`src/hdl/sscr_pkg.sv`:
```
// Package for the serial slave command register unit.
// Holds the bus event codes, reply codes, command codes and the queue entry type.
// No dependencies.
package sscr_pkg;

    localparam int BUFFER_DEPTH_DEF = 4;
    localparam int QUEUE_DEPTH = 2;

    localparam logic [2:0] ACT_ADDRESSED = 3'd0;
    localparam logic [2:0] ACT_DATA      = 3'd1;
    localparam logic [2:0] ACT_STOP      = 3'd2;
    localparam logic [2:0] ACT_RESPOND   = 3'd3;

    localparam logic [1:0] REPLY_NONE = 2'd0;
    localparam logic [1:0] REPLY_ACK  = 2'd1;
    localparam logic [1:0] REPLY_NACK = 2'd2;
    localparam logic [1:0] REPLY_SEND = 2'd3;

    localparam logic [7:0] CMD_READ_MOISTURE = 8'h01;
    localparam logic [7:0] CMD_READ_SAMPLES  = 8'h02;
    localparam logic [7:0] CMD_READ_LOW      = 8'h03;
    localparam logic [7:0] CMD_READ_HIGH     = 8'h04;
    localparam logic [7:0] CMD_WRITE_SAMPLES = 8'h05;
    localparam logic [7:0] CMD_WRITE_LOW     = 8'h06;
    localparam logic [7:0] CMD_WRITE_HIGH    = 8'h07;
    localparam logic [7:0] CMD_PUMP          = 8'h08;

    typedef enum logic [2:0] {
        OP_ADDR,
        OP_DATA,
        OP_STOP,
        OP_RESPOND,
        OP_OTHER
    } t_op;

    typedef struct packed {
        t_op        op;
        logic [7:0] data_byte;
        logic [7:0] moisture_now;
    } t_entry;

endpackage

```
`src/hdl/sscr_if.sv`:
```
// Request and result channel interfaces for the serial slave command register unit.
// Valid/ready handshake with the payload fields; no dependencies.
interface sscr_in_if;
    logic       valid;
    logic       ready;
    logic [2:0] action;
    logic [7:0] data_byte;
    logic [7:0] moisture_now;

    modport source (output valid, output action, output data_byte, output moisture_now,
                    input ready);
    modport sink (input valid, input action, input data_byte, input moisture_now,
                  output ready);
endinterface

interface sscr_out_if;
    logic       valid;
    logic       ready;
    logic [1:0] bus_reply;
    logic [7:0] reply_byte;
    logic       pump_start;

    modport source (output valid, output bus_reply, output reply_byte, output pump_start,
                    input ready);
    modport sink (input valid, input bus_reply, input reply_byte, input pump_start,
                  output ready);
endinterface

```
`src/hdl/serial_slave_command_register_unit.sv`:
```
// Serial slave command register unit, top level.
// A request is written into the queue; the back end registers its result when popping it.
// Throughput: the back end executes one request per cycle while o_rsp.ready stays high.
// The queue holds two requests, so input and output stall independently.
// Reset (synchronous, active low) clears the buffer, fill index, pending mark and settings.
// Depends on sscr_pkg, sscr_if, sscr_front, sscr_queue and sscr_back.
module serial_slave_command_register_unit
    import sscr_pkg::*;
#(
    parameter int BUFFER_DEPTH = BUFFER_DEPTH_DEF
) (
    input  logic       i_clk,
    input  logic       i_rst_n,
    sscr_in_if.sink    i_req,
    sscr_out_if.source o_rsp
);

    logic   push;
    logic   pop;
    logic   full;
    logic   empty;
    t_entry wr_entry;
    t_entry rd_entry;

    sscr_front u_front (
        .i_req   (i_req),
        .i_full  (full),
        .o_push  (push),
        .o_entry (wr_entry)
    );

    sscr_queue #(
        .DEPTH (QUEUE_DEPTH)
    ) u_queue (
        .i_clk   (i_clk),
        .i_rst_n (i_rst_n),
        .i_push  (push),
        .i_entry (wr_entry),
        .i_pop   (pop),
        .o_full  (full),
        .o_empty (empty),
        .o_entry (rd_entry)
    );

    sscr_back #(
        .BUFFER_DEPTH (BUFFER_DEPTH)
    ) u_back (
        .i_clk   (i_clk),
        .i_rst_n (i_rst_n),
        .i_empty (empty),
        .i_entry (rd_entry),
        .o_pop   (pop),
        .o_rsp   (o_rsp)
    );

endmodule

```
`src/hdl/sscr_front.sv`:
```
// Front end: accepts bus event requests and classifies them into queue entries.
// Depends on sscr_pkg and sscr_in_if.
module sscr_front
    import sscr_pkg::*;
(
    sscr_in_if.sink i_req,
    input  logic    i_full,
    output logic    o_push,
    output t_entry  o_entry
);

    t_op op;

    always_comb begin
        unique case (i_req.action)
            ACT_ADDRESSED: op = OP_ADDR;
            ACT_DATA:      op = OP_DATA;
            ACT_STOP:      op = OP_STOP;
            ACT_RESPOND:   op = OP_RESPOND;
            default:       op = OP_OTHER;
        endcase
    end

    assign i_req.ready          = !i_full;
    assign o_push               = i_req.valid && !i_full;
    assign o_entry.op           = op;
    assign o_entry.data_byte    = i_req.data_byte;
    assign o_entry.moisture_now = i_req.moisture_now;

endmodule

```
`src/hdl/sscr_queue.sv`:
```
// Short queue between the front end and the back end.
// Depends on sscr_pkg for the entry type and default depth.
module sscr_queue
    import sscr_pkg::*;
#(
    parameter int DEPTH = QUEUE_DEPTH
) (
    input  logic   i_clk,
    input  logic   i_rst_n,
    input  logic   i_push,
    input  t_entry i_entry,
    input  logic   i_pop,
    output logic   o_full,
    output logic   o_empty,
    output t_entry o_entry
);

    localparam int PW = (DEPTH > 1) ? $clog2(DEPTH) : 1;
    localparam int CW = $clog2(DEPTH + 1);
    localparam logic [PW-1:0] LAST = PW'(DEPTH - 1);

    t_entry        r_mem [DEPTH];
    logic [PW-1:0] r_wr_ptr;
    logic [PW-1:0] r_rd_ptr;
    logic [CW-1:0] r_count;

    assign o_full  = (r_count == CW'(DEPTH));
    assign o_empty = (r_count == '0);
    assign o_entry = r_mem[r_rd_ptr];

    always_ff @(posedge i_clk) begin
        if (i_push) begin
            r_mem[r_wr_ptr] <= i_entry;
        end
    end

    always_ff @(posedge i_clk) begin
        if (!i_rst_n) begin
            r_wr_ptr <= '0;
            r_rd_ptr <= '0;
            r_count  <= '0;
        end else begin
            if (i_push) begin
                r_wr_ptr <= (r_wr_ptr == LAST) ? '0 : r_wr_ptr + 1'b1;
            end
            if (i_pop) begin
                r_rd_ptr <= (r_rd_ptr == LAST) ? '0 : r_rd_ptr + 1'b1;
            end
            if (i_push && !i_pop) begin
                r_count <= r_count + 1'b1;
            end else if (!i_push && i_pop) begin
                r_count <= r_count - 1'b1;
            end
        end
    end

endmodule

```
`src/hdl/sscr_back.sv`:
```
// Back end: carries out queued bus events, holds the command buffer and settings,
// and registers one result per event. Depends on sscr_pkg and sscr_out_if.
module sscr_back
    import sscr_pkg::*;
#(
    parameter int BUFFER_DEPTH = BUFFER_DEPTH_DEF
) (
    input  logic     i_clk,
    input  logic     i_rst_n,
    input  logic     i_empty,
    input  t_entry   i_entry,
    output logic     o_pop,
    sscr_out_if.source o_rsp
);

    localparam int IW = $clog2(BUFFER_DEPTH);
    localparam int FW = $clog2(BUFFER_DEPTH + 1);

    logic [7:0]    r_buffer [BUFFER_DEPTH];
    logic [FW-1:0] r_fill;
    logic          r_pending;
    logic [7:0]    r_samples;
    logic [7:0]    r_low;
    logic [7:0]    r_high;
    logic          r_valid;
    logic [1:0]    r_reply;
    logic [7:0]    r_byte;
    logic          r_pump;

    logic [1:0]    n_reply;
    logic [7:0]    n_byte;
    logic          n_pump;
    logic          room;

    assign room  = (r_fill < FW'(BUFFER_DEPTH));
    assign o_pop = !i_empty && (!r_valid || o_rsp.ready);

    always_comb begin
        n_reply = REPLY_NACK;
        n_byte  = '0;
        n_pump  = 1'b0;
        unique case (i_entry.op)
            OP_ADDR: n_reply = REPLY_ACK;
            OP_DATA: n_reply = room ? REPLY_ACK : REPLY_NACK;
            OP_STOP: n_reply = REPLY_ACK;
            OP_RESPOND: begin
                if (!r_pending) begin
                    n_reply = REPLY_NONE;
                end else begin
                    unique case (r_buffer[0]) inside
                        CMD_READ_MOISTURE: begin
                            n_reply = REPLY_SEND;
                            n_byte  = i_entry.moisture_now;
                        end
                        CMD_READ_SAMPLES: begin
                            n_reply = REPLY_SEND;
                            n_byte  = r_samples;
                        end
                        CMD_READ_LOW: begin
                            n_reply = REPLY_SEND;
                            n_byte  = r_low;
                        end
                        CMD_READ_HIGH: begin
                            n_reply = REPLY_SEND;
                            n_byte  = r_high;
                        end
                        CMD_WRITE_SAMPLES, CMD_WRITE_LOW, CMD_WRITE_HIGH: n_reply = REPLY_ACK;
                        CMD_PUMP: begin
                            n_reply = REPLY_ACK;
                            n_pump  = 1'b1;
                        end
                        default: n_reply = REPLY_NACK;
                    endcase
                end
            end
            default: n_reply = REPLY_NACK;
        endcase
    end

    always_ff @(posedge i_clk) begin
        if (!i_rst_n) begin
            for (int i = 0; i < BUFFER_DEPTH; i++) begin
                r_buffer[i] <= '0;
            end
            r_fill    <= '0;
            r_pending <= 1'b0;
            r_samples <= '0;
            r_low     <= '0;
            r_high    <= '0;
            r_valid   <= 1'b0;
            r_reply   <= REPLY_NONE;
            r_byte    <= '0;
            r_pump    <= 1'b0;
        end else begin
            if (o_pop) begin
                r_valid <= 1'b1;
                r_reply <= n_reply;
                r_byte  <= n_byte;
                r_pump  <= n_pump;
                unique case (i_entry.op)
                    OP_ADDR: r_fill <= '0;
                    OP_DATA: begin
                        if (room) begin
                            r_buffer[r_fill[IW-1:0]] <= i_entry.data_byte;
                            r_fill <= r_fill + 1'b1;
                        end
                    end
                    OP_STOP: r_pending <= 1'b1;
                    OP_RESPOND: begin
                        if (r_pending) begin
                            r_pending <= 1'b0;
                            if (r_buffer[0] == CMD_WRITE_SAMPLES) begin
                                r_samples <= r_buffer[1];
                            end
                            if (r_buffer[0] == CMD_WRITE_LOW) begin
                                r_low <= r_buffer[1];
                            end
                            if (r_buffer[0] == CMD_WRITE_HIGH) begin
                                r_high <= r_buffer[1];
                            end
                        end
                    end
                    default: ;
                endcase
            end else if (o_rsp.ready) begin
                r_valid <= 1'b0;
            end
        end
    end

    assign o_rsp.valid      = r_valid;
    assign o_rsp.bus_reply  = r_reply;
    assign o_rsp.reply_byte = r_byte;
    assign o_rsp.pump_start = r_pump;

endmodule

```
`src/flat_wrapper.sv`:
```
// flat-port wrapper written by rule: the top's interface ports become plain ports
module serial_slave_command_register_unit_flat import sscr_pkg::*;
#(
    parameter int BUFFER_DEPTH = BUFFER_DEPTH_DEF
)
  (i_clk, i_rst_n, i_req_valid, i_req_action, i_req_data_byte, i_req_moisture_now, i_req_ready, o_rsp_valid, o_rsp_bus_reply, o_rsp_reply_byte, o_rsp_pump_start, o_rsp_ready);
  sscr_in_if i_req_i ();
  sscr_out_if o_rsp_i ();
  input  logic i_clk;
  input  logic i_rst_n;
  input wire logic [$bits(i_req_i.valid)-1:0] i_req_valid;
  input wire logic [$bits(i_req_i.action)-1:0] i_req_action;
  input wire logic [$bits(i_req_i.data_byte)-1:0] i_req_data_byte;
  input wire logic [$bits(i_req_i.moisture_now)-1:0] i_req_moisture_now;
  output wire logic [$bits(i_req_i.ready)-1:0] i_req_ready;
  output wire logic [$bits(o_rsp_i.valid)-1:0] o_rsp_valid;
  output wire logic [$bits(o_rsp_i.bus_reply)-1:0] o_rsp_bus_reply;
  output wire logic [$bits(o_rsp_i.reply_byte)-1:0] o_rsp_reply_byte;
  output wire logic [$bits(o_rsp_i.pump_start)-1:0] o_rsp_pump_start;
  input wire logic [$bits(o_rsp_i.ready)-1:0] o_rsp_ready;
  assign i_req_i.valid = i_req_valid;
  assign i_req_i.action = i_req_action;
  assign i_req_i.data_byte = i_req_data_byte;
  assign i_req_i.moisture_now = i_req_moisture_now;
  assign i_req_ready = i_req_i.ready;
  assign o_rsp_valid = o_rsp_i.valid;
  assign o_rsp_bus_reply = o_rsp_i.bus_reply;
  assign o_rsp_reply_byte = o_rsp_i.reply_byte;
  assign o_rsp_pump_start = o_rsp_i.pump_start;
  assign o_rsp_i.ready = o_rsp_ready;
  serial_slave_command_register_unit #(.BUFFER_DEPTH(BUFFER_DEPTH)) u_core (.i_clk(i_clk), .i_rst_n(i_rst_n), .i_req(i_req_i), .o_rsp(o_rsp_i));
endmodule
```
`config.mk`:
```
export PLATFORM = sky130hd
export DESIGN_NAME = serial_slave_command_register_unit_flat
export DESIGN_NICKNAME = d
export VERILOG_FILES = /design/src/hdl/sscr_pkg.sv /design/src/hdl/sscr_if.sv /design/src/hdl/serial_slave_command_register_unit.sv /design/src/hdl/sscr_front.sv /design/src/hdl/sscr_queue.sv /design/src/hdl/sscr_back.sv /design/src/flat_wrapper.sv
export SDC_FILE = /design/constraint.sdc
export NUM_CORES = 1
export LEC_CHECK = 0
export BUFFER_PORTS_ARGS = -buffer_cell sky130_fd_sc_hd__buf_2
export CORE_MARGIN = 2
export CORE_UTILIZATION = 35
export DETAILED_ROUTE_END_ITERATION = 10
export PLACE_DENSITY = 0.59
export SLEW_MARGIN = 20
export SYNTH_ARGS = -nofsm -noshare
export SYNTH_HDL_FRONTEND = slang
export SYNTH_SLANG_ARGS = --single-unit
```
`constraint.sdc`:
```
create_clock -name i_clk -period 3 [get_ports i_clk]
set_input_delay 0.45 -clock i_clk [delete_from_list [all_inputs] [get_ports i_clk]]
set_output_delay 0.45 -clock i_clk [all_outputs]
set_load 0.01 [all_outputs]
```
# Word level (Yosys, flattened, before mapping)
# Memories as Yosys holds them, arrays and structs flattened. A register that Yosys moved wholly into a read port is not among the register bits.
# Index checks and enable logic that the tools add are counted.
[classes] n_addsub=5 magnitude_cmp=1 n_eq_ne=16 mux=33 n_reduce_logical=26
[op_table] op="$eq 8x3->1 const B" count=4
[op_table] op="$pmux 8 s4" count=1
[op_table] op="$mux 8" count=3
[op_table] op="$mux 1" count=18
[op_table] op="$eq 8x2->1 const B" count=2
[op_table] op="$eq 3x2->1 const B" count=4
[op_table] op="$pmux 3 s4" count=1
[op_table] op="$reduce_and 4->1" count=3
[op_table] op="$mux 2" count=5
[op_table] op="$eq 8x1->1 const B" count=1
[op_table] op="$eq 8x4->1 const B" count=1
[op_table] op="$reduce_bool 2->1" count=4
[op_table] op="$reduce_or 4->1" count=2
[op_table] op="$reduce_or 8->1" count=1
[op_table] op="$eq 3x1->1 const B" count=2
[op_table] op="$logic_not 3->1" count=2
[op_table] op="$pmux 2 s3" count=1
[op_table] op="$pmux 3 s2" count=1
[op_table] op="$logic_not 1->1" count=5
[op_table] op="$logic_and 1x1->1" count=4
[op_table] op="$pmux 2 s2" count=1
[op_table] op="$add 3x1->3 const B" count=1
[op_table] op="$lt 3x3->1 const B" count=1
[op_table] op="$mux 3" count=1
[op_table] op="other kinds (11)" count=12
[word_totals] regBits=44 ramBits=70 out_inout_bits=13 elab_cells=95 memories=2
[mem_list] memory="u_core.u_queue.r_mem" depth=2 width=19 read_ports=1 rd_clocked_by_memory_dff=1 wr=1 line_no="sscr_queue.sv:22" source="t_entry r_mem [DEPTH];"
[mem_list] memory="u_core.u_back.r_buffer" depth=4 width=8 read_ports=2 rd_clocked_by_memory_dff=0 wr=4 line_no="sscr_back.sv:19" source="logic [7:0] r_buffer [BUFFER_DEPTH];"

# Logic depth before layout (Yosys ltp)
[logic_depth] word_depth=8 ltp_mapped=7 ltp_nobuf=7

# By module
# A second synthesis with hierarchy kept.
[hier_totals] cells_unflattened=336 area_unflattened_um2=4214.0
[by_module_without_submodules] module="sscr_back" n_inst=1 cells_each=234 area_per_inst_um2=2477.4 seq_area_each_um2=1281.2
[by_module_without_submodules] module="sscr_queue" n_inst=1 cells_each=81 area_per_inst_um2=1590.3 seq_area_each_um2=1241.2
[by_module_without_submodules] module="sscr_front" n_inst=1 cells_each=21 area_per_inst_um2=146.4 seq_area_each_um2=0.0

# Least setup slack after synthesis
# No wires, ideal clock.
[synth_timing] path_type="register to register" start="mem u_core.u_queue.r_mem[0][18] (netlist name)" end="mem u_core.u_back.r_buffer[0][0], enable pin" setup_time_ns=0.331 arrival_ns=1.980 required_time_ns=2.669 path_slack_ns=0.690 path_stages_with_launch=5 path_cell_list="edfxtp_1 > or3b_1 > a211oi_1 > nand4b_1 > nand2_1"
[synth_lines] element="start: declaration" line_no="sscr_queue.sv:22"
[synth_lines] element="end: declaration" line_no="sscr_back.sv:19"

==> flow_summary.ini <==
[setup_path]
path_buf_inv = 0
worstPathMaxFanout = 8
cp.required_ps = 3270
worstReg2RegEnd = u_core.u_back.r_high[6]$_SDFFE_PN0P_
critPathTopFamily = simple AND/OR/NAND/NOR gates
cp.arrival_ps = 2790
r2r_setup_slack_ps = 480
path_class = reg2reg
start_kind = register
cp-end-kind = register
path_cells = or4_4 -> a2111o_1 -> nor4_4 -> mux2i_1
cpPeakStageDelay_ps = 700
r2r.worst_path.cells = 4
cp_slowest_cell = nor4_4
r2r_start = u_core.u_back.r_buffer[0][5]$_SDFFCE_PN0P_

[floorplan]
initial_utilization_pct = 36.2
dieArea_sq_um = 12800
fp.coreArea_sq_um = 11500
dieWidth_microns = 113
dieHeight_microns = 113
io_pins = 36
std_cell_rows = 39

[layout]
diodes = 0
area_delta_synth_final_pct = 15.3
drive_gt1_share_pct = 17.6
seq_area_sq_um = 2520
final_common_cell = edfxtp_1
nFillCells = 1106
fin_nets = 412
instances_no_fill = 535
multi_input_area_sq_um = 1570
final_cell_mix = edfxtp_1 (54), dfxtp_1 (45), nand2_1 (44), mux2i_1 (44), buf_2 (35)

[sta]
fin_skew_ps = 10.5
relSlewSlack_pct = 38.9
maxSlewViolCount = 0
fin_crit_sh_pct = 83.9
fin_tns_setup_ps = 0
hold_viol_final = 0
fmax_ghz = 0.397
finalSetupViolCount = 0
rsz0062_at_grt = false
fin_crit_ps = 2520
tightest_slew_ps = 915

[power]
p_int_mw = 2.50
power_switching_mw = 1.01
clkPwrFrac_pct = 33.1
seq_power_share_pct = 47.4
combPwrFrac_pct = 19.5
peakVddDrop_uv = 325
switching_share_pct = 28.7
power.total_mw = 3.51
power.density_nw_per_um2 = 730
p_leak_nw = 1.65

[worst_hold_path]
hold_end = u_core.u_queue.r_mem[0][5]$_DFFE_PP_
min_path_type = in2reg
hp-start = i_req_moisture_now[5]
holdPathStages = 1

[synthesis]
ys_types = 47
syn-num-nets = 376
syn_area_per_cell_sq_um = 11.9
synth_area_sq_um = 4170
synthArstFlopShare_pct = 0
synth_warnings = 0
synth_ff_type = edfxtp_1
yosys_register_bits = 99
synth-edff-count = 54
ys_seq_area_share_pct = 60.5
synth_cells = 351

[drt]
num_vias = 2704
ant_nets = 0
dr.pass1.iters = 7
drtIter0Drc = 133
vias_per_cell = 5.05
wire_per_inst_microns = 15.3
route.detailed.drc = 2
wirelength_microns = 8210

[clock_network]
cts_hold_buffers = 0
worstSkewPairLatency_ps = 340
h-tree-depth = 3
ctsRootBufferMaster = clkbuf_16
cts_resized = 0
numCtsBuffers = 9
clock_path_buffers = 2
post_cts_buffers = 0
clkTransAtPathRegs_ps = 70
cts.sinks = 99
cts_tree = yes

[job]
cap_violations = 0

[global_routing]
grtUsageTotal_pct = 13.5
grt_pass1_wl_microns = 13300
grt_antenna_before_repair = 0
gr-total-overflow = 0
grt_pass1_vias = 2586
grt_max_degree = 36

[outcome]
outcome = finished, violations left
violations = design-rule violations

[place]
hpwl_microns = 5970
dp_cells = 519
port_buffers = 35
routabilityCongestion = 0.861
cells by family (layout without fill, tap and decap cells):
| group | after synthesis | count (layout) | share of synthesized area, % |
|---|---|---|---|
| AOI/OAI and AO/OA | 53 | 53 | 8.58 |
| xor gates and xnor gates | 5 | 5 | 1.05 |
| adders and majority gates | 2 | 2 | 0.600 |
| buffers and inverters | 21 | 62 | 1.92 |
| DFF | 99 | 99 | 60.5 |
| muxes | 47 | 47 | 11.4 |
| and+or+nand+nor | 124 | 124 | 16.0 |
power by group through the flow:
stage                     sequential [mW]  combinational (mW)  clock, mW
final                                1.66               0.685       1.16
after global routing                 1.68               0.771       1.25
after CTS                            1.66               0.697       1.19
after detailed placement             1.70               0.695          0
after global placement               1.69               0.683          0
after floorplan                      1.67               0.501          0
worst reg2reg max path: cells and delay by family, from the launching register on:
family | cells | cell delay, ps
AND/OR/NAND/NOR | 2 | 1290
AO/OA/AOI/OAI | 1 | 550
flip-flops | 1 | 360
multiplexers | 1 | 260
Yosys cell counts (7+ instances only):
master     instances  area, sq um
edfxtp_1          54         1620
nor2b_1            9         56.3
mux2i_1           44          440
clkbuf_1          14         52.6
a21oi_1           21          105
dfxtp_1           45          901
a211oi_1           7         52.6
nor2_1            31          116
nand3b_1          12         90.1
o2111ai_1          8         70.1
nand2_1           44          165
routing by layer:
metal / routed length [microns] / vias to the layer above / track usage, %
li1: - / 1365 / -
met5: 0 / - / 0
met4: 164 / 0 / 6.34
met2: 3770 / 53 / 20.4
met1: 3970 / 1272 / 18.7
met3: 303 / 14 / 2.95
flip-flops by register name, indices dropped and copies added (netlist names), 2 cells and up, named ones only:
signal and count:
u_core.u_queue.r_count 2, u_core.u_back.o_rsp.bus_reply 2, u_core.u_back.r_fill 3, u_core.u_back.r_low 8, u_core.u_back.o_rsp.reply_byte 8, u_core.u_back.r_high 8
u_core.u_queue.r_mem 38, u_core.u_back.r_buffer 16, u_core.u_back.r_samples 8
through the flow:
stage | hold WS (ps) | setup slack (ps) | area, sq um | utilization, %
CTS | 283 | 466 | 4810 | 41.8
global route | 283 | 353 | 4810 | 41.8
detailed placement | 441 | 475 | 4510 | 39.1
global placement | 440 | 537 | 4510 | 39.1
finish | 293 | 483 | 4810 | 41.8
floorplan | 434 | 690 | 4170 | -
worst max-delay path by stage:
stage                                               startpoint                                    endpoint  slack, ps  cells past startpoint
global placement    u_core.u_back.r_buffer[0][5]$_SDFFCE_PN0P_        u_core.u_back.r_high[4]$_SDFFE_PN0P_        540                      4
global route                                          register     u_core.u_back.r_samples[1]$_SDFFE_PN0P_        350                      5
detailed placement  u_core.u_back.r_buffer[0][5]$_SDFFCE_PN0P_     u_core.u_back.r_samples[0]$_SDFFE_PN0P_        470                      4
CTS                 u_core.u_back.r_buffer[0][5]$_SDFFCE_PN0P_     u_core.u_back.r_samples[0]$_SDFFE_PN0P_        470                      4
finish              u_core.u_back.r_buffer[0][5]$_SDFFCE_PN0P_        u_core.u_back.r_high[6]$_SDFFE_PN0P_        480                      4
floorplan                u_core.u_queue.r_mem[0][18]$_DFFE_PP_  u_core.u_back.r_buffer[0][0]$_SDFFCE_PN0P_        690                      4
layout make-up:
cell class	count	share of cell area (%)
multi-input cells	231	32.6
flip-flops and latches	99	52.5
clock inverters	6	1.51
well taps	143	3.72
clock buffers	10	4.76
repair buffers	41	4.58
inverters	5	0.390
Note: power is estimated with default switching activity, not from simulation.
